`config.mk`:
```
export PLATFORM = sky130hd
export DESIGN_NAME = cn2d_fifo
export DESIGN_NICKNAME = d
export VERILOG_FILES = /design/src/rtl/cn2d_pkg.sv /design/src/rtl/cn2d_fifo.sv
export SDC_FILE = /design/constraint.sdc
export NUM_CORES = 1
export LEC_CHECK = 0
export CAP_MARGIN = 20
export CORE_ASPECT_RATIO = 0.75
export CORE_MARGIN = 2
export CORE_UTILIZATION = 45
export DETAILED_ROUTE_END_ITERATION = 7
export DONT_BUFFER_PORTS = 1
export PLACE_DENSITY_LB_ADDON = 0.15
export SLEW_MARGIN = 20
export SYNTH_ARGS = -nofsm -noshare
export SYNTH_HDL_FRONTEND = slang
export SYNTH_SLANG_ARGS = --single-unit
```
`constraint.sdc`:
```
create_clock -name clk -period 8.1 [get_ports clk]
set_input_delay 0.405 -clock clk [delete_from_list [all_inputs] [get_ports clk]]
set_output_delay 0.405 -clock clk [all_outputs]
set_load 0.02 [all_outputs]
```
`src/rtl/cn2d_pkg.sv`:
```
// Package for the 2D collision normal unit: port structs, queue entry,
// fixed widths. No dependencies.
package cn2d_pkg;

  localparam int CW = 32;          // coordinate width
  localparam int SW = CW - 1;      // size width
  localparam int VW = CW + 3;      // difference vector width (doubled coords)
  localparam int NT = 30;          // normalized magnitude width
  localparam int LW = 2 * NT + 2;  // sum of squares width
  localparam int RW = NT + 1;      // root width
  localparam int SQ_STEPS = RW;    // one root bit per stage
  localparam int QDEPTH = 4;
  localparam int QAW = 2;

  typedef struct packed {
    logic                 shape_a;
    logic signed [CW-1:0] pos_ax;
    logic signed [CW-1:0] pos_ay;
    logic signed [CW-1:0] pos_az;
    logic [SW-1:0]        size_aw;
    logic [SW-1:0]        size_ah;
    logic                 shape_b;
    logic signed [CW-1:0] pos_bx;
    logic signed [CW-1:0] pos_by;
    logic signed [CW-1:0] pos_bz;
    logic [SW-1:0]        size_bw;
    logic [SW-1:0]        size_bh;
  } req_t;

  typedef struct packed {
    logic               hit;
    logic               degenerate;
    logic signed [15:0] normal_x;
    logic signed [15:0] normal_y;
    logic signed [15:0] normal_z;
  } rsp_t;

  typedef struct packed {
    logic                 hit;
    logic signed [VW-1:0] vx;
    logic signed [VW-1:0] vy;
    logic signed [VW-1:0] vz;
  } qent_t;

  typedef struct packed {
    logic empty;
    logic full;
  } qstat_t;

  typedef struct packed {
    logic hit;
    logic zero;
    logic sx;
    logic sy;
    logic sz;
  } meta_t;

endpackage

```
`src/rtl/cn2d_fifo.sv`:
```
// Short queue between front and back ends, register array with one read
// port. Depends on cn2d_pkg.
module cn2d_fifo (
  input  logic             clk,
  input  logic             rst,
  input  logic             push,
  input  cn2d_pkg::qent_t  wdata,
  input  logic             pop,
  output cn2d_pkg::qent_t  rdata,
  output cn2d_pkg::qstat_t stat
);
  import cn2d_pkg::*;

  qent_t mem [QDEPTH];
  logic [QAW-1:0] wptr, rptr;
  logic [QAW:0] count;

  assign rdata = mem[rptr];
  assign stat.empty = count == '0;
  assign stat.full  = count == (QAW+1)'(QDEPTH);

  always_ff @(posedge clk) begin
    if (rst) begin
      wptr  <= '0;
      rptr  <= '0;
      count <= '0;
    end else begin
      if (push) wptr <= wptr + 1'b1;
      if (pop) rptr <= rptr + 1'b1;
      count <= count + {{QAW{1'b0}}, push} - {{QAW{1'b0}}, pop};
    end
  end

  always_ff @(posedge clk) begin
    if (push) mem[wptr] <= wdata;
  end

endmodule

```
Word-level counts from Yosys, hierarchy flattened:

Memory sizes are Yosys's and may differ from the RTL's. A register that Yosys moved wholly into a read port is not among the register bits.
Index checks and enable logic that the tools add are counted.

* shifts and indexed selects: 0
* add/subtract/negate cells: 4
* reductions and logical operators: 1
* bitwise logic cells: 0
* multiplexer cells: 4
* divide/modulo/power cells: 0
* eq/ne operators: 1
* magnitude comparators: 0
* multiply operators: 0

Operator list (count)
* 2-bit by 1-bit adder with 2-bit output (second input constant): 2
* 2-bit 2-to-1 mux: 2
* 3-bit by 1-bit adder with 3-bit output: 1
* 3-bit equality test (second input constant): 1
* 3-bit zero test: 1
* 3-bit by 1-bit subtractor with 3-bit output: 1
* 1-bit 2-to-1 mux: 2

* logic and storage cells: 14
* memories kept: 1
* output and inout bits: 108
* bits in registers: 7
* latch bits: 0
* memory bits (writable): 424
* input bits: 110
* memory bits (read-only): 0

Memories
* mem: words 4, width 106, read ports 1, clocked after memory_dff 1, write ports 1, line cn2d_fifo.sv:14 `qent_t mem [QDEPTH];`

Longest topological paths before layout:

* word-level depth: 3
* gate-level depth with buffers: 7
* gate-level depth less buffers: 7

Worst setup path before layout:

No wires, ideal clock.

* kind: reg2reg
* start point: reg wptr[0]
* end point: mem mem[0][0] in the netlist's numbering (enable)
* setup time: 477 ps
* arrival time: 2988 ps
* period minus slack after synthesis: 3464 ps
* setup slack: 4636 ps
* required time: 7623 ps
* buffers on the path: 0
* cell stages (with the launch flop): 4
* path through: dfxtp_1 > inv_1 > ha_1 > and2_1

RTL lines
* from (decl): line cn2d_fifo.sv:15 `logic [QAW-1:0] wptr, rptr;`
* from (signal assigned): line cn2d_fifo.sv:28 `if (push) wptr <= wptr + 1'b1;`
* to (decl): line cn2d_fifo.sv:14

Straight into the memory's write port.

==> flow_metrics.py <==
metrics = {
    "job": {
        "drv_cap": 0,
    },
    "drt": {
        "drt-initial-drc-count": 524,
        "drtPass1Iterations": 4,
        "highest_layer": "met4",
        "wl_met2_um": 14550,
        "ant_nets": 0,
        "wl_met3_um": 2458,
        "m1WireLength_um": 11250,
        "wire_per_inst_um": 23.58,
        "drt-total-wl_um": 28840,
        "via_per_inst": 5.357,
        "drc": 0,
        "vias": 6551,
    },
    "clock_tree": {
        "cts_buffer_depth": 3,
        "postCtsHoldBufs": 108,
        "postCtsSetupBuffers": 0,
        "worstSkewPairLatency_ns": 0.54,
        "htreeDepth": 2,
        "cts_tree": "yes",
        "clk_pin_slew_ns": 0.06,
        "cts_num_sinks": 433,
        "clock-root-buffer": "clkbuf_16",
        "cts_buffers": 43,
        "ctsResizeCount": 0,
    },
    "place": {
        "routabilityCongestion": 0.8070,
        "place_ws_ns": 4.601,
        "hpwlAfterDp_um": 16950,
        "port_buffers": 0,
    },
    "power_and_ir_drop": {
        "total_power_mw": 4.981,
        "p_int_mw": 3.870,
        "p_sw_mw": 1.111,
        "power_frac_seq_pct": 52.6,
        "p_leak_nw": 5.851,
        "cellPowerDensity_nw_per_um2": 266.5,
        "pwr-share-comb_pct": 9.2,
        "peakVddDrop_mv": 0.2296,
        "clockPowerShare_pct": 38.3,
        "swShare_pct": 22.31,
    },
    "floorplanning": {
        "die-height_um": 165.9,
        "io_pins": 218,
        "die_area_um2": 36480,
        "initial_core_util_pct": 45.52,
        "row_count": 59,
        "die_w_um": 219.9,
        "core-area_um2": 34550,
    },
    "layout": {
        "nets": 850,
        "syn2layout_area_growth_pct": 18.84,
        "drive_gt1_share_pct": 23.95,
    },
    "synthesis": {
        "yosysWarnings": 0,
        "ys_top_cells_by_count": "edfxtp_1 (424), mux4_2 (106), buf_2 (12), dfxtp_1 (9)",
        "synth_area_leaders": "edfxtp_1 (81%), mux4_2 (15%), dfxtp_1 (1.1%)",
        "synth_cells": 596,
        "synth-seq-cells": 433,
        "synth_ff_type": "edfxtp_1",
        "syn_area_um2": 15730,
        "yosysTopAreaCell": "edfxtp_1",
        "synth_nets": 713,
        "synth_area_per_cell_um2": 26.39,
        "yosys.cell_types.count": 21,
        "yosysTopAreaCellShare_pct": 80.95,
        "async_flop_share_pct": 0,
        "ys_seq_area_share_pct": 82.10,
        "synth_edf_count": 424,
        "synth_most_common_cell": "edfxtp_1",
    },
    "worst_setup_path": {
        "required_ns": 7.70,
        "path_class": "reg2out",
        "path_cells": "buf_4 > buf_4 > mux4_2",
        "cp.arrival_ns": 3.48,
        "start_kind": "register",
        "cp_common_cell": "buf_4",
        "worst-path-max-fanout": 45,
        "end_kind": "output port",
        "critPathMaxStageDelay_ns": 0.78,
        "slowest_stage": "dfxtp_4",
    },
    "grt": {
        "grt_overflow": 0,
        "grt_max_degree": 74,
        "antenna_found_initial": 2,
        "grt_pass1_vias": 7058,
        "track_usage_pct": 15.85,
        "grt_pass1_wl_um": 43250,
    },
    "outcome": {
        "status": "complete, no violations",
    },
    "sta": {
        "finClkSkew_ns": 0.01374,
        "maxSlewHeadroom_pct": 27.76,
        "fmax_mhz": 257.3,
        "fin_tns_setup_ns": 0,
        "fin_crit_sh_pct": 47.97,
        "worst_pin_slew_ns": 1.084,
        "period_minus_slack_ns": 3.886,
        "post-route-worst-setup-slack_ns": 4.214,
        "rsz0062_at_grt": "false",
        "drv_slew": 0,
        "finalSetupViolations": 0,
        "hold_viol_final": 0,
    },
    "worst_hold_path": {
        "hold_path.class": "in2reg",
    },
}
## per-stage QoR
stage	hold slack, ns	cell area [um^2]	util (%)	cells
2_1_floorplan	0.4766	15730	-	596
3_3_place_gp	0.4777	16200	46.89	1036
3_5_place_dp	0.4764	16200	46.89	1036
4_1_cts	0.0005181	18650	53.97	1220
5_1_grt	0.007224	18690	54.09	1221
6_report	0.02740	18690	54.10	1223
## cell families after synthesis
logic type	synth area share, %
and+or+nand+nor	0.4773
buffers and inverters	1.217
adders and majority gates	0.6046
xor gates and xnor gates	0.2625
DFF	82.10
AOI/OAI and AO/OA	0.09544
muxes	15.24
## final timing paths
| path | startpoint | endpoint | slack (ns) | cells after the start |
|---|---|---|---|---|
| setup / recovery | register | rdata[15] | 4.21 | 3 |
| setup reg to reg | wptr[0]$_SDFFE_PP0P_ | mem[2][71]$_DFFE_PP_ | 5.81 | 5 |
| hold reg to reg | rptr[0]$_SDFFE_PP0P_ | register | 0.54 | 2 |
| hold / removal | push | wptr[0]$_SDFFE_PP0P_ | 0.03 | 2 |
## worst max-delay path, delay by kind of cell (launching register included)
family / cells / cell delay, ns
flops: 1 / 0.78
mux: 1 / 0.69
buf+inv: 2 / 1.40
## state kept, by name, indices dropped and copies added, names as in the netlist, named ones only
name	flops
count	3
mem	424
rptr	2
wptr	2
## power groups by stage
| stage | clock (mW) | sequential, mW | combinational [mW] |
|---|---|---|---|
| finish | 1.91 | 2.62 | 0.457 |
| global route | 2.05 | 2.63 | 0.489 |
| CTS | 1.96 | 2.62 | 0.468 |
| detailed placement | 0 | 2.67 | 0.401 |
| global placement | 0 | 2.66 | 0.395 |
| floorplan | 0 | 2.65 | 0.348 |
## cells in the final DEF (no fill, tap or decap), drive strengths merged, types with 2 or more instances in the layout
cell,instances
clkbuf,54
edfxtp,424
nor2b,2
dlygate4sd3,108
buf,8
dfxtp,9
nor2,5
diode,2
ha,6
bufinv,3
inv,9
and2,4
mux4,106
xnor2,2
clkinv,13
clkinvlp,3
## final cells by class
| cell class | count | area (um^2) |
|---|---|---|
| antenna | 2 | 5.005 |
| timing repair buffer | 116 | 1172 |
| inverter | 6 | 22.52 |
| clock buffer | 54 | 1160 |
| multi-input combinational | 133 | 2634 |
| sequential | 433 | 12920 |
| clock inverter | 22 | 205.2 |
| tap | 457 | 571.8 |
| fill | 2588 | 15860 |
## metal layers
layer  up-vias  global-route usage, %
li1       2844                      -
met1      3442                  20.19
met2       219                  26.11
met3        46                  5.275
met4         0                  4.494
met5         -                      0
(Power assumes the default switching activity.)
